--- config.mk ---
export PLATFORM = sky130hd
export DESIGN_NAME = base64_stream_decoder
export DESIGN_NICKNAME = d
export VERILOG_FILES = /design/src/hw/rtl/b64d_pkg.sv /design/src/hw/rtl/base64_stream_decoder.sv /design/src/hw/rtl/b64d_front.sv /design/src/hw/rtl/b64d_queue.sv /design/src/hw/rtl/b64d_back.sv
export SDC_FILE = /design/constraint.sdc
export NUM_CORES = 1
export LEC_CHECK = 0
export ABC_AREA = 1
export BUFFER_PORTS_ARGS = -buffer_cell sky130_fd_sc_hd__buf_2
export CORE_MARGIN = 4
export CORE_UTILIZATION = 50
export DETAILED_ROUTE_END_ITERATION = 8
export GPL_TIMING_DRIVEN = 0
export PLACE_DENSITY = 0.75
export SETUP_SLACK_MARGIN = 0.5
export SYNTH_ARGS = -nofsm -noshare
export SYNTH_HDL_FRONTEND = slang
export SYNTH_SLANG_ARGS = --single-unit
--- constraint.sdc ---
create_clock -name clk -period 5.04 [get_ports clk]
set_clock_uncertainty 0.1 [all_clocks]
set_input_delay 1.008 -clock clk [delete_from_list [all_inputs] [get_ports clk]]
set_output_delay 1.008 -clock clk [all_outputs]
set_load 0.02 [all_outputs]
--- src/hw/rtl/b64d_pkg.sv ---
// Shared types, constants and decode functions of the base64 stream decoder.
package b64d_pkg;

  // Fixed character codes.
  localparam logic [7:0] CharPad   = 8'h3d;  // '='
  localparam logic [7:0] CharLowB  = 8'h62;  // 'b'
  localparam logic [3:0] MarkerLen = 4'd7;   // length of "base64,"

  // Default depth of the queue between front and back.
  localparam int QueueDepthDef = 4;

  // One request's worth of results, handed from front to back.
  typedef struct packed {
    logic [1:0]      n_res;    // number of results, 1 to 3
    logic            no_byte;  // results carry no byte
    logic            discard;  // marker result
    logic            str_end;  // caused by the last character
    logic [2:0][7:0] bytes;    // decoded bytes, first in element 0
  } bundle_t;

  // Front state made visible for checks at the top level.
  typedef struct packed {
    logic [1:0] pending;
    logic       stopped;
    logic       marker_seen;
  } front_status_t;

  // Sextet value of a character; bit 6 set means not a base64 character.
  function automatic logic [6:0] sextet_of(input logic [7:0] c);
    logic [6:0] r;
    r = 7'h40;
    if (c >= 8'h41 && c <= 8'h5a) begin
      r = {1'b0, 6'(c - 8'h41)};
    end else if (c >= 8'h61 && c <= 8'h7a) begin
      r = {1'b0, 6'(c - 8'h61 + 8'd26)};
    end else if (c >= 8'h30 && c <= 8'h39) begin
      r = {1'b0, 6'(c - 8'h30 + 8'd52)};
    end else if (c == 8'h2b) begin
      r = 7'd62;
    end else if (c == 8'h2f) begin
      r = 7'd63;
    end
    return r;
  endfunction

  // Character expected at each position of the marker text.
  function automatic logic [7:0] marker_char(input logic [2:0] idx);
    logic [7:0] r;
    unique case (idx)
      3'd0:    r = 8'h62;  // b
      3'd1:    r = 8'h61;  // a
      3'd2:    r = 8'h73;  // s
      3'd3:    r = 8'h65;  // e
      3'd4:    r = 8'h36;  // 6
      3'd5:    r = 8'h34;  // 4
      3'd6:    r = 8'h2c;  // ,
      default: r = 8'h00;
    endcase
    return r;
  endfunction

  function automatic logic [7:0] byte0(input logic [5:0] s0, input logic [5:0] s1);
    return {s0, s1[5:4]};
  endfunction

  function automatic logic [7:0] byte1(input logic [5:0] s1, input logic [5:0] s2);
    return {s1[3:0], s2[5:2]};
  endfunction

  function automatic logic [7:0] byte2(input logic [5:0] s2, input logic [5:0] s3);
    return {s2[1:0], s3};
  endfunction

endpackage

--- src/hw/rtl/base64_stream_decoder.sv ---
// Top level of the base64 stream decoder: front end, bundle queue and back end.
//
//   Channel | Handshake           | Payload
//   --------+---------------------+------------------------------------------------
//   input   | in_valid, in_stall  | char_code, last_char
//   output  | out_valid, out_stall| data_byte, byte_valid, discard_earlier,
//           |                     | string_end, last_of_run
//
// One character is accepted per cycle while in_stall is low; results pass through the queue
// and the output register. The back end delivers one result per cycle unless out_stall holds
// it, so a completed group's three results hold it while the QUEUE_DEPTH queue absorbs input.
// Reset is synchronous and empties the queue, the output register and the string state.
// in_stall rises only when the queue is full; out_stall holds the current result in place.
module base64_stream_decoder
  import b64d_pkg::*;
#(
  parameter int QUEUE_DEPTH = QueueDepthDef
) (
  input  logic       clk,
  input  logic       rst,
  input  logic       in_valid,
  output logic       in_stall,
  input  logic [7:0] char_code,
  input  logic       last_char,
  output logic       out_valid,
  input  logic       out_stall,
  output logic [7:0] data_byte,
  output logic       byte_valid,
  output logic       discard_earlier,
  output logic       string_end,
  output logic       last_of_run
);

  logic          accept;
  logic          push;
  bundle_t       bundle;
  front_status_t status;
  bundle_t       head;
  logic          head_valid;
  logic          pop;
  logic          full;

  assign in_stall = full;
  assign accept   = in_valid && ~in_stall;

  b64d_front u_front (
    .clk       (clk),
    .rst       (rst),
    .accept    (accept),
    .char_code (char_code),
    .last_char (last_char),
    .push      (push),
    .bundle    (bundle),
    .status    (status)
  );

  b64d_queue #(
    .DEPTH (QUEUE_DEPTH)
  ) u_queue (
    .clk        (clk),
    .rst        (rst),
    .push       (push),
    .push_data  (bundle),
    .pop        (pop),
    .head       (head),
    .head_valid (head_valid),
    .full       (full)
  );

  b64d_back u_back (
    .clk             (clk),
    .rst             (rst),
    .head            (head),
    .head_valid      (head_valid),
    .pop             (pop),
    .out_valid       (out_valid),
    .out_stall       (out_stall),
    .data_byte       (data_byte),
    .byte_valid      (byte_valid),
    .discard_earlier (discard_earlier),
    .string_end      (string_end),
    .last_of_run     (last_of_run)
  );

  // The end-of-string result always closes its request's run.
  a_end_closes_run: assert property (@(posedge clk) disable iff (rst)
    out_valid && string_end |-> last_of_run)
    else $error("string_end without last_of_run");

  // A marker result never carries a byte.
  a_discard_no_byte: assert property (@(posedge clk) disable iff (rst)
    out_valid && discard_earlier |-> !byte_valid && data_byte == 8'h00)
    else $error("marker result carries a byte");

  // The last character leaves the front end in its start state.
  a_last_clears: assert property (@(posedge clk) disable iff (rst)
    accept && last_char |=> status.pending == 2'd0 && !status.stopped
                            && !status.marker_seen)
    else $error("string state not cleared after last character");

  // Every accepted last character produces at least one queued result.
  a_last_pushes: assert property (@(posedge clk) disable iff (rst)
    accept && last_char |-> push)
    else $error("last character produced no result");

endmodule

--- src/hw/rtl/b64d_front.sv ---
// Front end: accepts characters, tracks group and marker state, builds result bundles.
module b64d_front
  import b64d_pkg::*;
(
  input  logic          clk,
  input  logic          rst,
  input  logic          accept,
  input  logic [7:0]    char_code,
  input  logic          last_char,
  output logic          push,
  output bundle_t       bundle,
  output front_status_t status
);

  logic [2:0][5:0] store;
  logic [1:0]      pending;
  logic            stopped;
  logic [2:0]      progress;
  logic            marker_seen;

  logic [6:0]      sext;
  logic            sx_ok;
  logic            is_pad;
  logic [3:0]      prog_raw;
  logic            hit;
  logic            decode_on;
  logic            do_pad;
  logic            do_sx;
  logic            full;
  logic [3:0][5:0] grp;
  logic [1:0]      np;
  logic            stopped_after;
  logic            flush;
  logic [1:0]      nbytes;

  // Classify the character and advance the marker matcher.
  always_comb begin
    sext   = sextet_of(char_code);
    sx_ok  = ~sext[6];
    is_pad = (char_code == CharPad);
    if (char_code == marker_char(progress)) begin
      prog_raw = {1'b0, progress} + 4'd1;
    end else begin
      prog_raw = (char_code == CharLowB) ? 4'd1 : 4'd0;
    end
    hit = ~marker_seen && (prog_raw == MarkerLen);
  end

  // Decode step: the group as it stands after this character, and what is flushed.
  always_comb begin
    decode_on = ~hit && ~stopped;
    do_pad    = decode_on && is_pad;
    do_sx     = decode_on && ~is_pad && sx_ok;
    full      = do_sx && (pending == 2'd3);
    for (int i = 0; i < 3; i++) begin
      grp[i] = (do_sx && (pending == 2'(i))) ? sext[5:0] : store[i];
    end
    grp[3] = sext[5:0];
    if (hit || full) begin
      np = 2'd0;
    end else if (do_sx) begin
      np = pending + 2'd1;
    end else begin
      np = pending;
    end
    stopped_after = hit ? 1'b0 : (do_pad ? 1'b1 : stopped);
    flush         = do_pad || (last_char && ~stopped_after);
    if (full) begin
      nbytes = 2'd3;
    end else if (flush && np >= 2'd2) begin
      nbytes = np - 2'd1;
    end else begin
      nbytes = 2'd0;
    end
  end

  // Assemble the bundle for the back end.
  always_comb begin
    bundle.bytes[0] = byte0(grp[0], grp[1]);
    bundle.bytes[1] = byte1(grp[1], grp[2]);
    bundle.bytes[2] = byte2(grp[2], grp[3]);
    bundle.discard  = hit;
    bundle.no_byte  = hit || (nbytes == 2'd0);
    bundle.str_end  = last_char;
    if (hit || (last_char && nbytes == 2'd0)) begin
      bundle.n_res = 2'd1;
    end else begin
      bundle.n_res = nbytes;
    end
    push = accept && (bundle.n_res != 2'd0);
  end

  // Per-string state; the last character returns everything to its start.
  always_ff @(posedge clk) begin
    if (rst) begin
      pending     <= 2'd0;
      stopped     <= 1'b0;
      progress    <= 3'd0;
      marker_seen <= 1'b0;
    end else if (accept) begin
      if (last_char) begin
        pending     <= 2'd0;
        stopped     <= 1'b0;
        progress    <= 3'd0;
        marker_seen <= 1'b0;
      end else begin
        pending <= flush ? 2'd0 : np;
        stopped <= stopped_after;
        if (~marker_seen) begin
          progress    <= hit ? 3'd0 : prog_raw[2:0];
          marker_seen <= hit;
        end
      end
    end
  end

  // Sextet store holds payload only; pending says which entries count.
  always_ff @(posedge clk) begin
    if (accept) begin
      for (int i = 0; i < 3; i++) begin
        store[i] <= grp[i];
      end
    end
  end

  assign status.pending     = pending;
  assign status.stopped     = stopped;
  assign status.marker_seen = marker_seen;

endmodule

--- src/hw/rtl/b64d_queue.sv ---
// Short register queue of result bundles between front and back.
module b64d_queue
  import b64d_pkg::*;
#(
  parameter int DEPTH = QueueDepthDef
) (
  input  logic    clk,
  input  logic    rst,
  input  logic    push,
  input  bundle_t push_data,
  input  logic    pop,
  output bundle_t head,
  output logic    head_valid,
  output logic    full
);

  localparam int PtrW = (DEPTH > 1) ? $clog2(DEPTH) : 1;
  localparam int CntW = $clog2(DEPTH + 1);
  localparam logic [PtrW-1:0] PtrLast = PtrW'(DEPTH - 1);
  localparam logic [CntW-1:0] CntFull = CntW'(DEPTH);

  bundle_t         slots [DEPTH];
  logic [PtrW-1:0] wr_ptr;
  logic [PtrW-1:0] rd_ptr;
  logic [CntW-1:0] count;

  assign head       = slots[rd_ptr];
  assign head_valid = (count != '0);
  assign full       = (count == CntFull);

  // Pointers and fill count.
  always_ff @(posedge clk) begin
    if (rst) begin
      wr_ptr <= '0;
      rd_ptr <= '0;
      count  <= '0;
    end else begin
      if (push) begin
        wr_ptr <= (wr_ptr == PtrLast) ? '0 : wr_ptr + 1'b1;
      end
      if (pop) begin
        rd_ptr <= (rd_ptr == PtrLast) ? '0 : rd_ptr + 1'b1;
      end
      if (push && ~pop) begin
        count <= count + 1'b1;
      end else if (pop && ~push) begin
        count <= count - 1'b1;
      end
    end
  end

  // Slot storage.
  always_ff @(posedge clk) begin
    if (push) begin
      slots[wr_ptr] <= push_data;
    end
  end

endmodule

--- src/hw/rtl/b64d_back.sv ---
// Back end: splits each bundle into single results behind an output register.
module b64d_back
  import b64d_pkg::*;
(
  input  logic       clk,
  input  logic       rst,
  input  bundle_t    head,
  input  logic       head_valid,
  output logic       pop,
  output logic       out_valid,
  input  logic       out_stall,
  output logic [7:0] data_byte,
  output logic       byte_valid,
  output logic       discard_earlier,
  output logic       string_end,
  output logic       last_of_run
);

  logic [1:0] idx;
  logic       advance;
  logic       load;
  logic       at_last;

  // Load a new result whenever the output register is empty or being taken.
  always_comb begin
    advance = ~out_valid || ~out_stall;
    load    = advance && head_valid;
    at_last = (idx == head.n_res - 2'd1);
    pop     = load && at_last;
  end

  // Output register and position within the current bundle.
  always_ff @(posedge clk) begin
    if (rst) begin
      out_valid <= 1'b0;
      idx       <= 2'd0;
    end else begin
      if (load) begin
        out_valid <= 1'b1;
        idx       <= at_last ? 2'd0 : idx + 2'd1;
      end else if (advance) begin
        out_valid <= 1'b0;
      end
    end
  end

  // Result payload.
  always_ff @(posedge clk) begin
    if (load) begin
      data_byte       <= head.no_byte ? 8'h00 : head.bytes[idx];
      byte_valid      <= ~head.no_byte;
      discard_earlier <= head.discard;
      string_end      <= head.str_end && at_last;
      last_of_run     <= at_last;
    end
  end

endmodule

# Word-level counts from Yosys, hierarchy flattened
# Memories as Yosys holds them, arrays and structs flattened. A register that Yosys moved wholly into a read port is not among the register bits.
# Index checks and enable logic that the tools add are counted.
totals:
  regBits: 47
  latchBits: 0
  mem_bits_rw: 116
  mem_bits_ro: 0
  inputBits: 13
  output_inout_bits: 14
  elab_cells: 146
  mem_count: 1
op_classes:
  add_sub_neg: 14
  mul: 0
  div_mod_pow: 0
  magnitude_cmp: 8
  eq_ne: 20
  n_shift: 0
  n_mux: 39
  bitwise: 12
  n_reduce_logical: 35
mem_list:
  columns: ["memory", "words", "word_bits", "rd", "rd_ports_with_merged_regs", "wr", "line", "source"]
  rows:
  - ["u_queue.slots", 4, 29, 1, 1, 1, "b64d_queue.sv:22", "bundle_t slots [DEPTH];"]
op_table:
  columns: ["op", "count"]
  rows:
  - ["7-bit one-hot mux with 7 select lines", 1]
  - ["7-bit 2-to-1 mux", 5]
  - ["8-bit by 6-bit == test with 1-bit output, second input constant", 3]
  - ["2-bit 2-to-1 mux", 12]
  - ["1-bit logical AND", 22]
  - ["6-bit 2-to-1 mux", 3]
  - ["8-bit binary-select mux with 2-bit select", 1]
  - ["8-bit by 7-bit greater-or-equal comparator with 1-bit output, second input constant", 2]
  - ["8-bit by 7-bit less-or-equal comparator with 1-bit output, second input constant", 2]
  - ["3-bit 2-to-1 mux", 5]
  - ["3-bit == test, second input constant", 4]
  - ["1-bit inverter", 12]
  - ["6-bit subtractor, second input constant", 2]
  - ["1-bit 2-to-1 mux", 10]
  - ["2-bit by 1-bit adder with 2-bit output, second input constant", 4]
  - ["2-bit == test, second input constant", 4]
  - ["8-bit by 7-bit == test with 1-bit output", 1]
  - ["8-bit by 7-bit == test with 1-bit output, second input constant", 1]
  - ["8-bit by 6-bit greater-or-equal comparator with 1-bit output, second input constant", 1]
  - ["8-bit by 6-bit less-or-equal comparator with 1-bit output, second input constant", 1]
  - ["8-bit 2-to-1 mux", 1]
  - ["6-bit by 5-bit adder with 6-bit output, second input constant", 1]
  - ["6-bit adder, second input constant", 1]
  - ["3-bit by 2-bit == test with 1-bit output, second input constant", 2]
  - ["other kinds (19)", 27]

# Logic depth before layout (Yosys ltp)
depth:
  depth_word: 27
  mapped_depth: 37
  ltp_nobuf: 36

# Cells and area by module
# A second synthesis with hierarchy kept.
unflattened:
  hier_cells: 732
  hier_area_um2: 8182.8
by_module_without_submodules:
  columns: ["module", "n_inst", "cells_per_inst", "area_per_inst_um2", "seq_area_each_um2"]
  rows:
  - ["b64d_queue", 1, 341, 5071.1, 3663.5]
  - ["b64d_front", 1, 298, 2343.5, 680.7]
  - ["b64d_back", 1, 91, 758.2, 420.4]
  - ["base64_stream_decoder", 1, 2, 10.0, 0.0]

# Least setup slack after synthesis
# Ideal clock, no wire load.
synth_path:
  kind: "input to register"
  from: "input port char_code[2]"
  to: "memory u_queue.slots[1][0] (netlist name) (enable)"
  setup_time_ps: 415
  arrival_ps: 4429
  required_ps: 4525
  slack_ps: 95
  stages: 20
  path_buffers: 1
  cell_sequence: "clkbuf_2 inv_1 ha_1 inv_1 o21ai_0 a21oi_1 nor2_1 nand3_1 nand2_1 inv_1 nand2_2 nand2_1 nand3_1 ha_1 nand3_2 nand2_1 inv_2 nand4_4 nand2_2 nor2_1"
synth_between:
  elab_chain_len: 24
  word_cells_on_any_way: 52
  cone_classes: "1 x add/sub; 7 x order compare; 6 x eq/ne; 16 x mux; 4 x bitwise; 18 x reduce/logical"
synth_lines:
  columns: ["element", "line", "source"]
  rows:
  - ["from (decl)", "base64_stream_decoder.sv:23", "input logic [7:0] char_code,"]
  - ["parallel branches: the longest is 19 deep, another holds 8-bit by 6-bit greater-or-equal comparator with 1-bit output", null, null]
  - ["2-bit 2-to-1 mux *", "b64d_front.sv:85", "if (hit || (last_char && nbytes == 2'd0)) begin"]
  - ["2-bit nonzero test *", "b64d_front.sv:90", "push = accept && (bundle.n_res != 2'd0);"]
  - ["1-bit logical AND *", "b64d_front.sv:90", null]
  - ["1-bit 2-to-1 mux *", "b64d_queue.sv:54", "if (push) begin"]
  - ["1-bit 2-to-1 mux (not written as such) *", "b64d_queue.sv:55", "slots[wr_ptr] <= push_data;"]
  - ["to (decl)", "b64d_queue.sv:22", null]
# Every way passes the cells marked *.

# Final worst setup path
layout_path:
  from: "input port char_code[1]"
  to: "register u_queue.count[1]"
layout_between:
  elab_chain_len: 25
  word_cells_on_any_way: 55
  cone_classes: "1 x add/sub; 7 x order compare; 6 x eq/ne; 15 x mux; 5 x bitwise; 21 x reduce/logical"
layout_lines:
  columns: ["element", "line", "source"]
  rows:
  - ["parallel branches: the longest is 19 deep, another holds 8-bit by 6-bit greater-or-equal comparator with 1-bit output", null, null]
  - ["2-bit 2-to-1 mux *", "b64d_front.sv:85", null]
  - ["2-bit nonzero test *", "b64d_front.sv:90", null]
  - ["1-bit logical AND *", "b64d_front.sv:90", null]
  - ["via push", "base64_stream_decoder.sv:35", "logic push;"]
  - ["1-bit inverter", "b64d_queue.sv:46", "end else if (pop && ~push) begin"]
  - ["1-bit logical AND", "b64d_queue.sv:46", null]
  - ["2-bit nonzero test (no line)", null, null]
  - ["to (signal assigned)", "b64d_queue.sv:45", "count <= count + 1'b1;"]
  - ["to (signal assigned)", "b64d_queue.sv:47", "count <= count - 1'b1;"]
  - ["to (decl)", "b64d_queue.sv:25", "logic [CntW-1:0] count;"]
# Mark *: on every way through the listed nets, which the timed path passes.
# A chain may end at the register's enable or synchronous reset.

==> results.toml <==
[outcome]
status = "finished clean"

[die]
initial_core_util_pct = 52.0
num_rows = 44
core_um2 = 14800
die-height_um = 132
die_w_um = 132
die_area_um2 = 17400
design.portCount = 27

[logic_synthesis]
yosys_warnings = 0
yosys.cell_types.count = 45
synth_seq_cells = 165
synth_top_cell_area_share_pct = 57.2
yosysSeqAreaShare_pct = 62.2
synthTopCellsByArea = "edfxtp_1 (57%), dfxtp_1 (5.0%), nand2_1 (4.7%), o21ai_0 (4.5%), nor2_1 (4.3%)"
synth_edf_count = 146
avgSynthCellArea_um2 = 10.9
syn-cell-area_um2 = 7670
async_reset_ff_share_pct = 0
ys.flop_type = "edfxtp_1"
synth_fp_nets = 739
yosysTopAreaCell = "edfxtp_1"
syn-instance-count = 701

[critical_path]
worstPathRequired_ns = 5.25
endpoint_kind = "register"
cp_max_fo = 6
r2r_setup_slack_ns = 0.89
path_class = "input port to register"
cp-start-kind = "input port"
cp.arrival_ns = 4.55

[pwr]
finalPower_mw = 4.22
p_seq_share_pct = 42.9
intPower_mw = 2.77
switchingPower_mw = 1.45
power_density_nw_per_um2 = 477
combPwrFrac_pct = 28.1
p_sw_share_pct = 34.3
vdd_drop_max_v = 0.000358
leakagePower_nw = 3.31
clock_power_share_pct = 29.0

[sta]
worst_pin_slew_ns = 1.13
hold_viol_final = 0
period_minus_slack_ns = 4.34
rsz0062_at_grt = "false"
fin_hold_ws_ns = 0.397
fmax_ghz = 0.231
setup_viol = 0
max-slew-margin-rel_pct = 23.4
fin_crit_sh_pct = 86.0
drv_slew = 0

[global_route]
grt_overflow = 0
grt_max_degree = 28
first_global_vias = 5513
grt_pass1_wl_um = 28500
antenna_found_initial = 0
track_usage_pct = 21.0

[placed_design]
finalWeightedCongestion = 0.922
numPortBuffers = 23
dpl_cell_area_um2 = 8150
hpwl_um = 12000

[detailed_routing]
first_pass_iters = 5
ant_nets = 0
drt_iter0_markers = 624
vias_per_cell = 5.88
wirelength_um = 18000
drc = 0
wl_per_cell_um = 18.9
dr_total_vias = 5600

[clocking]
clk_latency_ns = 0.42
cts_sinks = 165
cts_root_buffer = "clkbuf_16"
cts_buffers = 17
cts_tree = "yes"
cts.clk_slew.worst_paths_ns = 0.06
clk_path_buf_depth = 2
htreeDepth = 4

[finish]
layout.cells.most_common = "edfxtp_1"
syn_to_final_growth_pct = 15.3
design_area_um2 = 8840
mostFrequentLayoutCells = "edfxtp_1 (146), nand2_1 (93), nor2_1 (85)"
num-nets-final = 793
drive_gt1_share_pct = 17.3
antennaDiodeCount = 0

[worst_hold_path]
hold_class = "register to register"

[flow_run]
maxCapViolations = 0
## per-stage QoR
stage	setup TNS (ns)	utilization, %	setup WS (ns)	cells
floorplan	0	-	0.578	701
global route	0	59.9	0.483	952
global placement	-65.79	54.3	-0.597	908
detailed placement	-0.199	55.2	-0.109	913
finish	0	59.9	0.705	952
CTS	0	59.1	0.503	946
## metal layers
layer | track usage (%) | vias to the layer above | wire length [um] | part of all wire [%]
li1 | - | 2583 | - | -
met1 | 27.8 | 2722 | 7490 | 42
met2 | 34.3 | 265 | 8700 | 48
met3 | 4.96 | 30 | 1430 | 7.9
met4 | 7.41 | 0 | 395 | 2.2
met5 | 0 | - | 0 | 0
## path summary, 6_finish.rpt
| path | start | to | cells past startpoint |
|---|---|---|---|
| setup / recovery | char_code[1] | u_queue.count[1]$_SDFFE_PP0P_ | 27 |
| hold / removal | u_queue.count[2]$_SDFFE_PP0P_ | u_queue.count[2]$_SDFFE_PP0P_ | 2 |
| setup reg to reg | u_front.progress[0]$_SDFFE_PP0P_ | u_queue.slots[3][17]$_DFFE_PP_ | 26 |
| hold reg to reg | u_queue.count[2]$_SDFFE_PP0P_ | u_queue.count[2]$_SDFFE_PP0P_ | 2 |
## registers in the layout, summed over array words and instances (netlist names), 2 cells and up, named ones only
register          flops
u_queue.wr_ptr        2
u_queue.count         3
u_front.progress      3
u_queue.rd_ptr        2
u_front.store        18
u_front.pending       2
u_back.data_byte      8
u_queue.slots       116
u_back.idx            2
## cells in the mapped netlist, drive strengths merged, types with 6 or more instances
cell      n
a21oi    29
clkbuf   20
clkinv    6
dfxtp    19
edfxtp  146
ha       24
inv      64
mux2     18
nand2   106
nand3    41
nor2     94
o21ai    71
o221ai   14
o22ai    12
xor2      6
## power by group through the flow
stage               logic [mW]  clock network [mW]  registers [mW]
global placement          1.08                   0            1.83
CTS                       1.16                1.23            1.81
floorplan                0.683                   0            1.89
finish                    1.19                1.22            1.81
global route              1.30                1.29            1.82
detailed placement        1.15                   0            1.84
## cell families (layout without fill, tap and decap cells)
kind of cell	Yosys count	after routing	synth area share, %
and+or+nand+nor	251	251	14.4
DFF	165	165	62.2
AOI/OAI and AO/OA	142	142	10.9
buffers and inverters	93	160	4.93
adders and majority gates	25	25	4.18
muxes	18	18	2.64
xor gates and xnor gates	7	7	0.800
## what timing repair did
| item | 4_1_cts | 5_1_grt |
|---|---|---|
| hold buffers | 0 | 0 |
| endpoints found under the setup margin | 29 | 68 |
| resized for setup | 5 | 19 |
| pin swaps | 1 | 5 |
| buffers inserted | 1 | 6 |
## final cells by class
type	instances	area (um^2)
inverters	70	274
fillers	1190	5910
flip-flops and latches	165	4760
clock inverters	13	124
multi-input cells	443	2600
well taps	184	230
clock buffers	19	433
repair buffers	35	300
plain buffers	23	113
## critical path: stages
cell and delay [ns]:
clkbuf_4 0.17, clkinvlp_4 0.19, ha_4 0.23, nand2_2 0.09, nor3_2 0.06, nor4_1 0.28, nand2_1 0.13, nand3_2 0.11
nand2_2 0.07, inv_2 0.09, nand2_2 0.09, nand2_1 0.07, nand3_1 0.14, ha_1 0.24, inv_1 0.06, nand2_2 0.06
nand3_2 0.08, nand2_2 0.06, inv_2 0.08, nand4_4 0.15, nand2_8 0.11, inv_2 0.04, ha_1 0.18, inv_1 0.10
fa_1 0.42, o21ai_0 0.17, a21oi_1 0.06
No activity file was read; power rests on OpenSTA's default activity.
